`config.mk`:
```
export PLATFORM = sky130hd
export DESIGN_NAME = dchd_fifo
export DESIGN_NICKNAME = d
export VERILOG_FILES = /design/src/dchd_fifo.sv
export SDC_FILE = /design/constraint.sdc
export NUM_CORES = 1
export LEC_CHECK = 0
export BUFFER_PORTS_ARGS = -buffer_cell sky130_fd_sc_hd__buf_2
export CAP_MARGIN = 20
export CORE_MARGIN = 5
export CORE_UTILIZATION = 55
export DETAILED_ROUTE_END_ITERATION = 6
export PLACE_DENSITY = 0.83
export SETUP_SLACK_MARGIN = 0.05
export SYNTH_ARGS = -nofsm -noshare
export SYNTH_HDL_FRONTEND = slang
export SYNTH_SLANG_ARGS = --single-unit
```
`constraint.sdc`:
```
create_clock -name clock -period 2.1 [get_ports clock]
set_clock_uncertainty 0.1 [all_clocks]
set_input_delay 0.42 -clock clock [delete_from_list [all_inputs] [get_ports clock]]
set_output_delay 0.42 -clock clock [all_outputs]
set_load 0.005 [all_outputs]
```
`src/dchd_fifo.sv`:
```
// Short queue of column words between front and back end.
module dchd_fifo #(
   parameter int DEPTH = 4,
   parameter int WIDTH = 8
) (
   input  logic             clock,
   input  logic             reset,
   input  logic             push,
   input  logic [WIDTH-1:0] din,
   output logic             full,
   input  logic             pop,
   output logic             not_empty,
   output logic [WIDTH-1:0] dout
);
   localparam int PW = $clog2(DEPTH);
   localparam int CW = $clog2(DEPTH + 1);

   logic [WIDTH-1:0] slot_ff [DEPTH];
   logic [PW-1:0]    wr_ff, rd_ff;
   logic [CW-1:0]    cnt_ff;

   assign full      = (32'(cnt_ff) == 32'(DEPTH));
   assign not_empty = (cnt_ff != '0);
   assign dout      = slot_ff[rd_ff];

   always_ff @(posedge clock) begin
      if (reset) begin
         wr_ff  <= '0;
         rd_ff  <= '0;
         cnt_ff <= '0;
      end else begin
         if (push) begin
            wr_ff <= (32'(wr_ff) == 32'(DEPTH - 1)) ? '0 : wr_ff + 1'b1;
         end
         if (pop) begin
            rd_ff <= (32'(rd_ff) == 32'(DEPTH - 1)) ? '0 : rd_ff + 1'b1;
         end
         if (push && !pop) begin
            cnt_ff <= cnt_ff + 1'b1;
         end else if (pop && !push) begin
            cnt_ff <= cnt_ff - 1'b1;
         end
      end
   end

   always_ff @(posedge clock) begin
      if (push) begin
         slot_ff[wr_ff] <= din;
      end
   end

endmodule

```
Yosys cells after proc, flatten, opt, wreduce, memory -nomap -nowiden
Memories as Yosys holds them, arrays and structs flattened. A register that Yosys moved wholly into a read port is not among the register bits.
Cells that the tools add are included.
{"block": "word_totals", "register_bits": 7, "ramBits": 32, "in_bits": 12, "output_inout_bits": 10, "wordCells": 25, "n_memories": 1}
{"name": "slot_ff", "depth": 4, "width": 8, "read_ports": 1, "rd_clocked_by_memory_dff": 1, "write_ports": 1, "line": "18", "rtl": "logic [WIDTH-1:0] slot_ff [DEPTH];"}
{"block": "classes", "add_sub_neg": 4, "n_eq_ne": 3, "muxes": 8, "reduce_logical": 6}
{"operator": "$mux 2", "n": 4}
{"operator": "$mux 3", "n": 2}
{"operator": "$add 2x1->2 const B", "n": 2}
{"operator": "$eq 2x2->1 const B", "n": 2}
{"operator": "$add 3x1->3 const B", "n": 1}
{"operator": "$eq 3x3->1 const B", "n": 1}
{"operator": "$reduce_bool 3->1", "n": 1}
{"operator": "$sub 3x1->3 const B", "n": 1}
{"operator": "$logic_and 1x1->1", "n": 2}
{"operator": "$logic_not 1->1", "n": 2}
{"operator": "$mux 1", "n": 2}
{"operator": "$reduce_bool 2->1", "n": 1}

Logic depth before layout (Yosys ltp)
{"block": "depth", "word_depth": 4, "ltp_mapped": 7, "mapped_depth_nobuf": 7}

Worst setup path before layout
Ideal clock, no wire load.
{"block": "synth_path", "path_kind": "input port to flip-flop", "startpoint": "input port pop", "endpoint": "register cnt_ff[2]", "setup_ns": 0.070, "t_arrival_ns": 1.612, "t_required_ns": 1.930, "slack_ns": 0.318, "cell_stages": 7, "path_buffers": 0, "path_cell_list": "inv_1 -> ha_1 -> inv_1 -> fa_1 -> xor2_1 -> or3_1 -> a21oi_1"}
{"block": "synth_via", "elab_chain_cells": 3, "elab_cells_between_ends": 5, "cone_classes": "1 x mux; 4 x reduce/logical"}
{"item": "from (decl)", "line": "11", "rtl": "input logic pop,"}
{"item": "$logic_not 1->1", "line": "38", "rtl": "if (push && !pop) begin"}
{"item": "$logic_and 1x1->1", "line": "38"}
{"item": "$mux 3 or $reduce_bool 2->1 (tied branches)"}
{"item": "to (signal assigned)", "line": "39", "rtl": "cnt_ff <= cnt_ff + 1'b1;"}
{"item": "to (signal assigned)", "line": "41", "rtl": "cnt_ff <= cnt_ff - 1'b1;"}
{"item": "to (decl)", "line": "20", "rtl": "logic [CW-1:0] cnt_ff;"}
Several ways; a longest one is shown, not always the timed one.
A chain may end at the register's enable or synchronous reset.

==> impl_metrics.env <==
export IMPL_status="finished clean"
export IMPL_via_per_inst=5.54
export IMPL_cts_hold_buf=0
export IMPL_leakage_uw=0.000692
export IMPL_final_cells=145
export IMPL_synth_seq_cells=41
export IMPL_worstSkewPairLatency_ns=0.35
export IMPL_synth_compound_area_share_pct=0.939
export IMPL_synth_fa_ha_area_share_pct=5.95
export IMPL_worst_pin_slew_ns=0.437
export IMPL_reg2reg_from="cnt_ff[0]"
export IMPL_vdd_drop_max_uv=824
export IMPL_netlist_area_um2=1600
export IMPL_die_area_um2=4090
export IMPL_synth_top_cell_area_share_pct=60.1
export IMPL_r2r_end="cnt_ff[2]"
export IMPL_critPathCaptureType="output pin"
export IMPL_cts_made_buffers=5
export IMPL_cts_setup_buffers=0
export IMPL_cts_tree="done"
export IMPL_cellPowerDensity_nw_per_um2=883
export IMPL_place_gp_congestion=0.705
export IMPL_finalMaxSlewViolations=0
export IMPL_async_reset_ff_share_pct=0
export IMPL_max_freq_ghz=0.497
export IMPL_final_hold_viol_count=0
export IMPL_antenna_found_initial=0
export IMPL_grt_ovfl_total=0
export IMPL_dp_cells=137
export IMPL_clock_sinks=41
export IMPL_setup_viol=0
export IMPL_rsz0062_at_grt="yes"
export IMPL_synth_top_cell_by_area="edfxtp_1"
export IMPL_syn_instance_count=86
export IMPL_finalCriticalPeriod_ns=2.01
export IMPL_critPathKind="register to output pin"
export IMPL_tns_ns=0
export IMPL_drive_above_1_share_pct=35.1
export IMPL_grt_pass1_wl_um=3830
export IMPL_path_cells="buf_12, mux4_2, buf_2"
export IMPL_cts_clk_slew_worst_paths_ns=0.12
export IMPL_crit_fanout=8
export IMPL_drt_pass1_iter_count=3
export IMPL_die_h_um=63.9
export IMPL_avgSynthCellArea_um2=18.6
export IMPL_synth_xor_area_share_pct=1.10
export IMPL_synth_top_family_by_area="multiplexers"
export IMPL_startpoint_type="register"
export IMPL_synth_flop_cell="edfxtp_1"
export IMPL_min_period_over_period_pct=95.8
export IMPL_max_slew_margin_pct=70.9
export IMPL_synthTopCellsByArea="edfxtp_1, dfxtp_1, mux4_2, ha_1, mux2i_1"
export IMPL_critPathMaxStageDelay_ns=0.50
export IMPL_rr_worst_depth=4
export IMPL_initial_core_util_pct=57.5
export IMPL_num_rows=19
export IMPL_cp_required_ns=1.58
export IMPL_yosys_cell_types_count=16
export IMPL_wl_um=2400
export IMPL_design_core_area_um2=2780
export IMPL_drc_errors=0
export IMPL_yosysWarnings=0
export IMPL_drv_cap=0
export IMPL_worstHoldEndpoint="slot_ff[0][6]"
export IMPL_cp_arrival_ns=1.49
export IMPL_first_iter_violations=28
export IMPL_antenna_left=0
export IMPL_area_delta_synth_final_pct=14.6
export IMPL_synth_simple_area_share_pct=4.93
export IMPL_clockBufferDepth=2
export IMPL_h_tree_depth=2
export IMPL_min_path_type="input pin to register"
export IMPL_n_fill_cell=198
export IMPL_cp_slowest_cell="mux4_2"
export IMPL_worst_hold_path_num_cells=1
export IMPL_hpwl_um=1720
export IMPL_synth_common_cells="edfxtp_1, dfxtp_1, mux4_2"
export IMPL_wl_per_cell_um=16.5
export IMPL_die_w_um=63.9
export IMPL_n_antenna_cell=0
export IMPL_yosysSeqAreaShare_pct=71.4
export IMPL_dr_total_vias=803
export IMPL_synthMuxAreaShare_pct=13.8
export IMPL_synth_edf_count=32
export IMPL_r2r_slack_ns=0.51
export IMPL_grt_pass1_vias=800
export IMPL_grt_max_degree=14
export IMPL_io_buffers=21
export IMPL_synth_most_common_cell="edfxtp_1"
export IMPL_hold_start="din[6]"
export IMPL_io_pins=22
export IMPL_cts_root_buf="clkbuf_4"
export IMPL_syn_num_nets=105
export IMPL_track_usage_pct=12.8
export IMPL_nets=132
-- worst max-delay path by stage --
stage	endpoint	start	cells past startpoint
floorplan	cnt_ff[2]	pop	7
global placement	cnt_ff[2]	pop	8
detailed placement	cnt_ff[2]	push	7
CTS	dout[3]	register	3
global route	dout[2]	register	3
finish	dout[3]	register	3
-- through the flow --
stage                     power, uW  instance area, um2  util [%]  hold WS [ns]  setup WS (ns)
after detailed placement       1150                1730      62.3         0.405          0.100
final                          1620                1830      65.9         0.177         0.0889
after floorplan                1070                1600         -         0.355          0.318
after global routing           1690                1830      65.9         0.176         0.0339
after global placement         1130                1730      62.3         0.379          0.173
after CTS                      1630                1820      65.5         0.167         0.0525
-- flip-flops by register name, indices dropped and copies added, names as in the netlist, named ones only --
signal and flops:
slot_ff 32, cnt_ff 3, rd_ff 2, wr_ff 2
-- repair_timing --
| action | CTS | global route |
|---|---|---|
| endpoints found under the setup margin | 8 | 8 |
| gates resized for setup | 2 | 3 |
| endpoints found under the hold margin | 0 | 0 |
-- layer usage --
layer  global-route usage, %  wire, um
met1                    14.3       986
met2                    20.2      1180
met3                    4.90       158
met4                    8.57        71
met5                       0         0
-- cell families after synthesis --
| kind of cell | count (synthesis) |
|---|---|
| compound gates | 3 |
| simple gates | 15 |
| flops | 41 |
| mux | 12 |
| fa+ha+maj | 7 |
| xor+xnor | 2 |
| buf+inv | 6 |
-- worst max-delay path, delay by kind of cell (launching register included) --
| family | cells | cell delay (ns) |
|---|---|---|
| buffers and inverters | 2 | 0.28 |
| DFF | 1 | 0.36 |
| muxes | 1 | 0.50 |
-- cell usage in the layout (no fill, tap or decap) --
cell / instances
or3_1: 2
mux2i_1: 4
clkbuf_16: 1
clkbuf_8: 1
a21oi_1: 2
xor2_1: 2
ha_1: 6
and2_1: 4
inv_4: 1
nor3b_1: 2
dfxtp_2: 2
fa_1: 1
edfxtp_1: 32
o21ai_0: 1
buf_2: 21
nor2_1: 7
dfxtp_1: 7
clkbuf_4: 5
inv_1: 4
buf_12: 1
mux4_2: 8
-- report_power, final --
part | internal, uW | switching [uW] | leakage, uW
logic | 96.5 | 82.1 | 0.000276
registers | 923 | 29.5 | 0.000369
clock network | 236 | 250 | 0.0000470
total | 1260 | 362 | 0.000692
-- layout make-up --
class	count	area [um2]	share of cell area (%)
Clock buffer	7	76.3	4.17
Tap cell	31	38.8	2.12
Sequential cell	41	1140	62.4
Timing Repair Buffer	22	125	6.83
Multi-Input combinational cell	39	427	23.3
Inverter	4	15.0	0.820
Clock inverter	1	6.26	0.342
(Power assumes the default switching activity.)
