File: config.mk
export PLATFORM = sky130hd
export DESIGN_NAME = dchd_back
export DESIGN_NICKNAME = d
export VERILOG_FILES = /design/src/dchd_pkg.sv /design/src/dchd_back.sv
export SDC_FILE = /design/constraint.sdc
export NUM_CORES = 1
export LEC_CHECK = 0
export BUFFER_PORTS_ARGS = -buffer_cell sky130_fd_sc_hd__buf_2
export CORE_ASPECT_RATIO = 0.75
export CORE_UTILIZATION = 65
export DETAILED_ROUTE_END_ITERATION = 8
export GPL_ROUTABILITY_DRIVEN = 0
export PLACE_DENSITY_LB_ADDON = 0.2
export SLEW_MARGIN = 20
export SYNTH_ARGS = -nofsm -noshare
export SYNTH_HDL_FRONTEND = slang
export SYNTH_SLANG_ARGS = --single-unit
File: constraint.sdc
create_clock -name clock -period 36.7 [get_ports clock]
set_clock_uncertainty 0.2 [all_clocks]
set_input_delay 5.505 -clock clock [delete_from_list [all_inputs] [get_ports clock]]
set_output_delay 5.505 -clock clock [all_outputs]
set_load 0.02 [all_outputs]
File: src/dchd_pkg.sv
// Shared constants, types and helpers of the dark-channel haze detector.
package dchd_pkg;

   localparam int MAX_WIDTH_DEF  = 1024;
   localparam int MAX_HEIGHT_DEF = 1024;
   localparam int RADIUS_DEF     = 3;

   localparam int SIZE_W      = 11;
   localparam int THR_W       = 8;
   localparam int PIX_W       = 8;
   localparam int SUM_W       = 28;
   localparam int PH_W        = 3;
   localparam int CSR_IDX_W   = 2;
   localparam int QUEUE_DEPTH = 4;

   localparam logic [PIX_W-1:0]  PAD_VALUE  = 8'hFF;
   localparam logic [SIZE_W-1:0] WIDTH_RST  = 11'd1024;
   localparam logic [SIZE_W-1:0] HEIGHT_RST = 11'd1024;
   localparam logic [THR_W-1:0]  THR_RST    = 8'd55;

   typedef enum logic [CSR_IDX_W-1:0] {
      CSR_WIDTH  = 2'd0,
      CSR_HEIGHT = 2'd1,
      CSR_THRESH = 2'd2
   } csr_index_type;

   // one column of vertical minima plus what the back end must do with it
   typedef struct packed {
      logic [PIX_W-1:0] dark;
      logic             row_start;
      logic             emit_now;
      logic             last_col;
      logic             last_row;
      logic             sum_clear;
      logic [PH_W-1:0]  first_flush;
   } col_event_type;

   function automatic logic [PIX_W-1:0] min2(input logic [PIX_W-1:0] a,
                                             input logic [PIX_W-1:0] b);
      return (a < b) ? a : b;
   endfunction

endpackage

File: src/dchd_back.sv
// Back end: horizontal window minimum, row-end flush, frame sum and haze verdict.
module dchd_back #(
   parameter int RADIUS = 3,
   parameter int LW     = 31
) (
   input  logic                        clock,
   input  logic                        reset,
   input  logic                        ev_valid,
   input  dchd_pkg::col_event_type     ev_data,
   output logic                        ev_pop,
   input  logic [LW-1:0]               limit,
   output logic                        rsp_valid,
   input  logic                        rsp_stall,
   output logic [dchd_pkg::PIX_W-1:0]  rsp_dark_value,
   output logic                        rsp_last_of_frame,
   output logic                        rsp_haze_flag
);
   import dchd_pkg::*;

   localparam int NWIN = 2 * RADIUS + 1;
   localparam int CMPW = (LW > SUM_W) ? LW : SUM_W;

   logic [PIX_W-1:0] win_ff [NWIN];
   logic [PIX_W-1:0] win_in [NWIN];
   logic [PH_W-1:0]  ph_ff, ph_in;
   logic [SUM_W-1:0] sum_ff, sum_base, sum_new;
   logic             go, emit, fin, flag;
   logic [PIX_W-1:0] dmin, shift_val;

   logic             out_valid_ff, out_last_ff, out_flag_ff;
   logic [PIX_W-1:0] out_dark_ff;

   assign go = ev_valid && (!out_valid_ff || !rsp_stall);

   always_comb begin
      shift_val = (ph_ff == '0) ? ev_data.dark : PAD_VALUE;
      for (int i = 0; i < NWIN; i++) begin
         if (i == 0) begin
            win_in[i] = shift_val;
         end else if (ph_ff == '0 && ev_data.row_start) begin
            win_in[i] = PAD_VALUE;
         end else begin
            win_in[i] = win_ff[i-1];
         end
      end
      dmin = PAD_VALUE;
      for (int i = 0; i < NWIN; i++) begin
         dmin = min2(dmin, win_in[i]);
      end
      if (ph_ff == '0) begin
         emit   = ev_data.emit_now;
         fin    = 1'b0;
         ev_pop = go && !ev_data.last_col;
         ph_in  = (go && ev_data.last_col) ? PH_W'(1) : ph_ff;
      end else begin
         emit   = (ph_ff >= ev_data.first_flush);
         fin    = ev_data.last_row && (32'(ph_ff) == 32'(RADIUS));
         ev_pop = go && (32'(ph_ff) == 32'(RADIUS));
         if (!go) begin
            ph_in = ph_ff;
         end else if (32'(ph_ff) == 32'(RADIUS)) begin
            ph_in = '0;
         end else begin
            ph_in = ph_ff + 1'b1;
         end
      end
      sum_base = (ph_ff == '0 && ev_data.sum_clear) ? '0 : sum_ff;
      sum_new  = sum_base + SUM_W'(dmin);
      flag     = (CMPW'(sum_new) >= CMPW'(limit));
   end

   always_ff @(posedge clock) begin
      if (reset) begin
         ph_ff        <= '0;
         sum_ff       <= '0;
         out_valid_ff <= 1'b0;
         for (int i = 0; i < NWIN; i++) begin
            win_ff[i] <= PAD_VALUE;
         end
      end else begin
         ph_ff <= ph_in;
         if (go) begin
            for (int i = 0; i < NWIN; i++) begin
               win_ff[i] <= win_in[i];
            end
            if (emit) begin
               sum_ff <= fin ? '0 : sum_new;
            end else begin
               sum_ff <= sum_base;
            end
         end
         if (go && emit) begin
            out_valid_ff <= 1'b1;
         end else if (!rsp_stall) begin
            out_valid_ff <= 1'b0;
         end
      end
   end

   always_ff @(posedge clock) begin
      if (go && emit) begin
         out_dark_ff <= dmin;
         out_last_ff <= fin;
         out_flag_ff <= fin && flag;
      end
   end

   assign rsp_valid         = out_valid_ff;
   assign rsp_dark_value    = out_dark_ff;
   assign rsp_last_of_frame = out_last_ff;
   assign rsp_haze_flag     = out_flag_ff;

   a_flag_on_last: assert property (@(posedge clock) disable iff (reset)
      out_valid_ff && out_flag_ff |-> out_last_ff)
      else $error("haze flag without end of frame");

   a_phase_range: assert property (@(posedge clock) disable iff (reset)
      32'(ph_ff) <= 32'(RADIUS))
      else $error("flush phase out of range");

   a_sum_cleared: assert property (@(posedge clock) disable iff (reset)
      go && emit && fin |=> sum_ff == '0)
      else $error("frame sum not cleared after last word");

   a_flush_needs_word: assert property (@(posedge clock) disable iff (reset)
      ph_ff != '0 |-> ev_valid)
      else $error("flush running without a queued column");

endmodule
Yosys cells after proc, flatten, opt, wreduce, memory -nomap -nowiden
Memory sizes are Yosys's and may differ from the RTL's.
Index checks and enable logic that the tools add are counted.
{"block": "totals", "reg_bits": 42, "ram_bits": 56, "elab_cells": 82, "inputBits": 51, "mem_count": 1}
{"name": "win_ff", "words": 7, "word_bits": 8, "rd": 6, "rd_ports_with_merged_regs": 0, "wr": 7, "line_no": "dchd_back.sv:23", "rtl": "logic [PIX_W-1:0] win_ff [NWIN];"}
{"block": "classes", "eq_ne": 3, "n_lt_le_gt_ge": 9, "muxes": 38, "n_reduce_logical": 16, "n_bitwise": 7, "n_addsub": 2}
{"op": "8-bit 2-to-1 mux", "n": 21}
{"op": "28-bit 2-to-1 mux", "n": 3}
{"op": "8-bit less-than comparator", "n": 6}
{"op": "28-bit by 31-bit greater-or-equal comparator with 1-bit output", "n": 1}
{"op": "28-bit by 8-bit adder with 28-bit output", "n": 1}
{"op": "3-bit 2-to-1 mux", "n": 4}
{"op": "1-bit 2-to-1 mux", "n": 10}
{"op": "1-bit logical AND", "n": 9}
{"op": "8-bit less-than comparator, first input constant", "n": 1}
{"op": "1-bit bitwise OR", "n": 7}
{"op": "2-bit by 1-bit != test with 1-bit output, second input constant", "n": 2}
{"op": "3-bit by 1-bit adder with 3-bit output, second input constant", "n": 1}
{"op": "3-bit by 2-bit == test with 1-bit output, second input constant", "n": 1}
{"op": "3-bit greater-or-equal comparator", "n": 1}
{"op": "1-bit zero test", "n": 3}
{"op": "3-bit zero test", "n": 1}
{"op": "2-bit AND reduction", "n": 1}
{"op": "2-bit nonzero test", "n": 1}
{"op": "1-bit logical OR", "n": 1}

Logic depth before layout (Yosys ltp)
{"block": "depth", "depth_word": 19, "ltp_mapped": 85, "ltp_nobuf": 77}

Least setup slack after synthesis
Ideal clock, no wire load.
{"block": "synth_timing", "path_kind": "in2reg", "from": "input port ev_data[7] (netlist bit)", "to": "register out_flag_ff (netlist: rsp_haze_flag) (data pin)", "n_path_buf": 9, "stages": 74, "setup_ns": 0.152, "path_slack_ns": 16.074, "arrival_ns": 20.274, "path_cell_list": "and2_1 > buf_2 > buf_1 > buf_1 > nor2_1 > ha_1 > and2_4 > a221oi_2 > o21ai_2 > buf_6 > clkbuf_1 > o21ai_0 > inv_1 > ha_1 > nand4_1 > nor2_1 > nand2_1 > mux2_4 > (+38 left out) > a21oi_1 > o21bai_1 > a21oi_1 > o21bai_1 > a21oi_1 > and3b_1 > clkbuf_1 > and3_1 > nand3_1 > xor2_1 > nor2_1 > ha_1 > nand2_1 > nor4_1 > o21ai_0 > and3_1 > a221o_1 > a31oi_1"}
{"block": "synth_via", "elab_chain_len": 17, "word_cells_on_any_way": 22}
{"element": "from (decl)", "line_no": "dchd_back.sv:9", "rtl": "input dchd_pkg::col_event_type ev_data,"}
{"element": "1-bit logical AND (*)", "line_no": "dchd_back.sv:40", "rtl": "end else if (ph_ff == '0 && ev_data.row_start) begin"}
{"element": "8-bit 2-to-1 mux", "line_no": "dchd_back.sv:40"}
{"element": "8-bit less-than comparator", "line_no": "dchd_pkg.sv:40", "rtl": "return (a < b) ? a : b;"}
{"element": "8-bit 2-to-1 mux", "line_no": "dchd_pkg.sv:40"}
{"element": "8-bit less-than comparator", "line_no": "dchd_pkg.sv:40"}
{"element": "8-bit 2-to-1 mux", "line_no": "dchd_pkg.sv:40"}
{"element": "8-bit less-than comparator", "line_no": "dchd_pkg.sv:40"}
{"element": "8-bit 2-to-1 mux", "line_no": "dchd_pkg.sv:40"}
{"element": "(+2 left out)"}
{"element": "8-bit less-than comparator", "line_no": "dchd_pkg.sv:40"}
{"element": "8-bit 2-to-1 mux", "line_no": "dchd_pkg.sv:40"}
{"element": "8-bit less-than comparator", "line_no": "dchd_pkg.sv:40"}
{"element": "8-bit 2-to-1 mux (*)", "line_no": "dchd_pkg.sv:40"}
{"element": "via dmin[1]", "line_no": "dchd_back.sv:28", "rtl": "logic [PIX_W-1:0] dmin, shift_val;"}
{"element": "28-bit by 8-bit adder with 28-bit output (*)", "line_no": "dchd_back.sv:68", "rtl": "sum_new = sum_base + SUM_W'(dmin);"}
{"element": "28-bit by 31-bit greater-or-equal comparator with 1-bit output (*)", "line_no": "dchd_back.sv:69", "rtl": "flag = (CMPW'(sum_new) >= CMPW'(limit));"}
{"element": "1-bit logical AND (*)", "line_no": "dchd_back.sv:104", "rtl": "out_flag_ff <= fin && flag;"}
{"element": "to (signal assigned)", "line_no": "dchd_back.sv:104"}
{"element": "to (decl)", "line_no": "dchd_back.sv:30", "rtl": "logic out_valid_ff, out_last_ff, out_flag_ff;"}
The timed path passes the listed nets; every way through them passes the cells marked *.
A chain may end at the register's enable or synchronous reset.

Worst setup path after layout
Ends and elaborated chain as after synthesis.

==> run metrics <==
Max Cap Viol=0; Final nets=slightly below 1000; setup TNS=0 ps; Mapped Area=between 7000 and 8000 um^2; Post-synth EDFFs=58; dpl ws=14580 ps; vias per cell=roughly 6.2; largest family of logic cells by synthesized area=simple AND/OR/NAND/NOR gates; clk sinks=90; PnR Total Power=~0.31 mW; fmax=0.0450 GHz; Post-CTS Resized=0; Worst VDD drop=26.1 uV; WS Path Type=in -> reg; antenna-violating nets left=0; Slowest-stage cell, CP=o21ai_2; flop-to-flop setup slack=about 18000 ps; drt pass-1 iters=5; RSZ-0062 raised after global routing=false; placed cell count=989; CP top delay family=compound AO/OA/AOI/OAI gates; dpl hpwl=12700 um; Iter 0 DRT Violations=around 610; Area after DPL=approximately 7500 um^2; Synth Area in Compound Gates=19.6%; #FFs+latches synth=90; Final WS setup=~14000 ps; worst min-delay path class=reg -> reg; Die Height=a little over 90 um; Buf/Inv on CP=5; Yosys cell types=76; CP Max Fanout=46; first-pass GRT wire length=28400 um; initial antenna violation count=0; Initial Utilization=68.2%; clock-pin slew on the worst setup and hold paths=~70 ps; Final Hold Fails=0; DRC Markers=0; Setup Fix Bufs, Post-CTS=0; Final Critical Period=approximately 22000 ps; gr ovfl total=0; simple-gate share of the synthesized area=roughly a fifth; Routed WL=17000 um; syn_area_per_cell=roughly 8.8 um^2; Die ar.=around 11000 um^2; clock buffer depth=2; n_diodes=0; CTS Buf Count=9; Core Area=about 10000 um^2; pin count of the biggest net entering global routing=49; vias after detailed routing=~6200; Main synth FF type=edfxtp_1; IO buf count=62; Net Count, Synth=946; Layout area overhead=9.97%; Post-synth ARST share=0%; WL/cell=around 17 um; Pleak=3.42 nW; cells after synthesis=815; vias in the first global route=roughly 6000; Die X-Extent=123 um; Crit path required time=36690 ps; Worst Setup End Kind=flop; most common cell after layout, fill and taps aside=nand2_1; final setup fails=0; final clock period utilization by the worst path=60.5%; Seq/Total Area, Yosys=33.3%; most frequent cells in the layout=94 x nand2_1, 87 x nor2_1, 79 x ha_1; GRT Total Usage=31.4%; Adder-Cell Fraction of Synth Area=roughly 14%; Clk Latency, worst-skew pair=350 ps; yosys synthesis warning count=0; Worst-Margin Slew=806 ps; Worst path max stage delay=640 ps; final hold slack=277 ps; post-synthesis xor/xnor area fraction=3.06%; mux cell area share after synthesis=roughly 3.7%; critical path launch point type=input port; Pins Over Slew Limit=0; PwrDens=40.0 nW/um^2; CTS tree=done; post-route insts no fill=1005; CTS H-tree depth=3; final core utilization=75.0%; Post-CTS Hold Fix Bufs=0; Finished Cell Area=a little under 8000 um^2; share of post-route cells with drive strength above 1=12.9%; crit path DAT=22190 ps; Clock Tree Root=clkbuf_16; status=finished, final reports clean; io pins=between 60 and 70; Slew headroom=46.3%; # rows=32
-- area by class of cell --
class,count,area (um^2)
Tap cell,136,170
Inverter,64,240
Clock buffer,13,304
Timing Repair Buffer,67,348
Sequential cell,90,2380
Clock inverter,3,23.8
Multi-Input combinational cell,632,4400
Fill cell,762,2620
-- sequential cells by signal, summed over array words and instances (netlist names) --
signal / count
rsp_last_of_frame: 1
sum_ff: 28
win_ff: 48
rsp_haze_flag: 1
rsp_dark_value: 8
ph_ff: 3
rsp_valid: 1
-- cells by family after synthesis --
logic type,Yosys count
AND/OR/NAND/NOR,308
AO/OA/AOI/OAI,194
buffers and inverters,93
flip-flops,90
adder cells (fa/ha/maj),82
XOR/XNOR,25
multiplexers,23
-- report_power, final --
part | total (mW) | internal, mW | switching (mW)
Combinational | 0.101 | 0.0423 | 0.0586
Clock | 0.100 | 0.0588 | 0.0413
Sequential | 0.114 | 0.112 | 0.00178
Total | 0.315 | 0.213 | 0.102
-- routing by layer --
metal,up-vias,track usage (%),share of wire [%]
met5,-,0,0
met4,0,8.43,1.2
met3,22,5.54,7.0
met2,269,49.1,46
met1,2907,44.3,46
li1,3022,-,-
-- cell usage after synthesis, types with 3 or more instances --
library cell / number / area, um^2
nand2_1: 94 / 353
nor2_1: 88 / 330
ha_1: 79 / 988
inv_1: 64 / 240
edfxtp_1: 58 / 1740
o21ai_0: 37 / 185
a21oi_1: 34 / 170
dfxtp_1: 32 / 641
clkbuf_1: 21 / 78.8
a21o_1: 20 / 150
o21a_1: 20 / 150
and2_1: 19 / 119
nand2b_1: 16 / 100
nand3_1: 16 / 80.1
a22o_1: 15 / 131
xnor2_1: 15 / 131
nor2b_1: 14 / 87.6
mux2i_1: 13 / 130
or3_1: 13 / 81.3
and3_1: 11 / 68.8
xor2_1: 10 / 87.6
a31oi_1: 9 / 56.3
nand4_1: 9 / 56.3
o21bai_1: 8 / 60.1
nor3_1: 7 / 35.0
mux2_2: 5 / 56.3
mux2_4: 5 / 75.1
o22ai_1: 5 / 31.3
nor4_1: 4 / 25.0
o2111ai_1: 4 / 35.0
a211oi_1: 3 / 22.5
a21boi_0: 3 / 22.5
and4_1: 3 / 26.3
buf_2: 3 / 15.0
buf_6: 3 / 33.8
o211ai_1: 3 / 22.5
-- final timing paths --
| kind | end | start | cells past startpoint |
|---|---|---|---|
| worst min-delay path | sum_ff[0]$_SDFFE_PP0P_ | sum_ff[0]$_SDFFE_PP0P_ | 1 |
| worst min register to register | sum_ff[0]$_SDFFE_PP0P_ | sum_ff[0]$_SDFFE_PP0P_ | 1 |
| worst max register to register | rsp_haze_flag$_DFFE_PP_ | ph_ff[0]$_SDFFE_PP0P_ | 73 |
| worst max-delay path | rsp_haze_flag$_DFFE_PP_ | ev_data[7] | 71 |
Note: power is estimated with default switching activity, not from simulation.
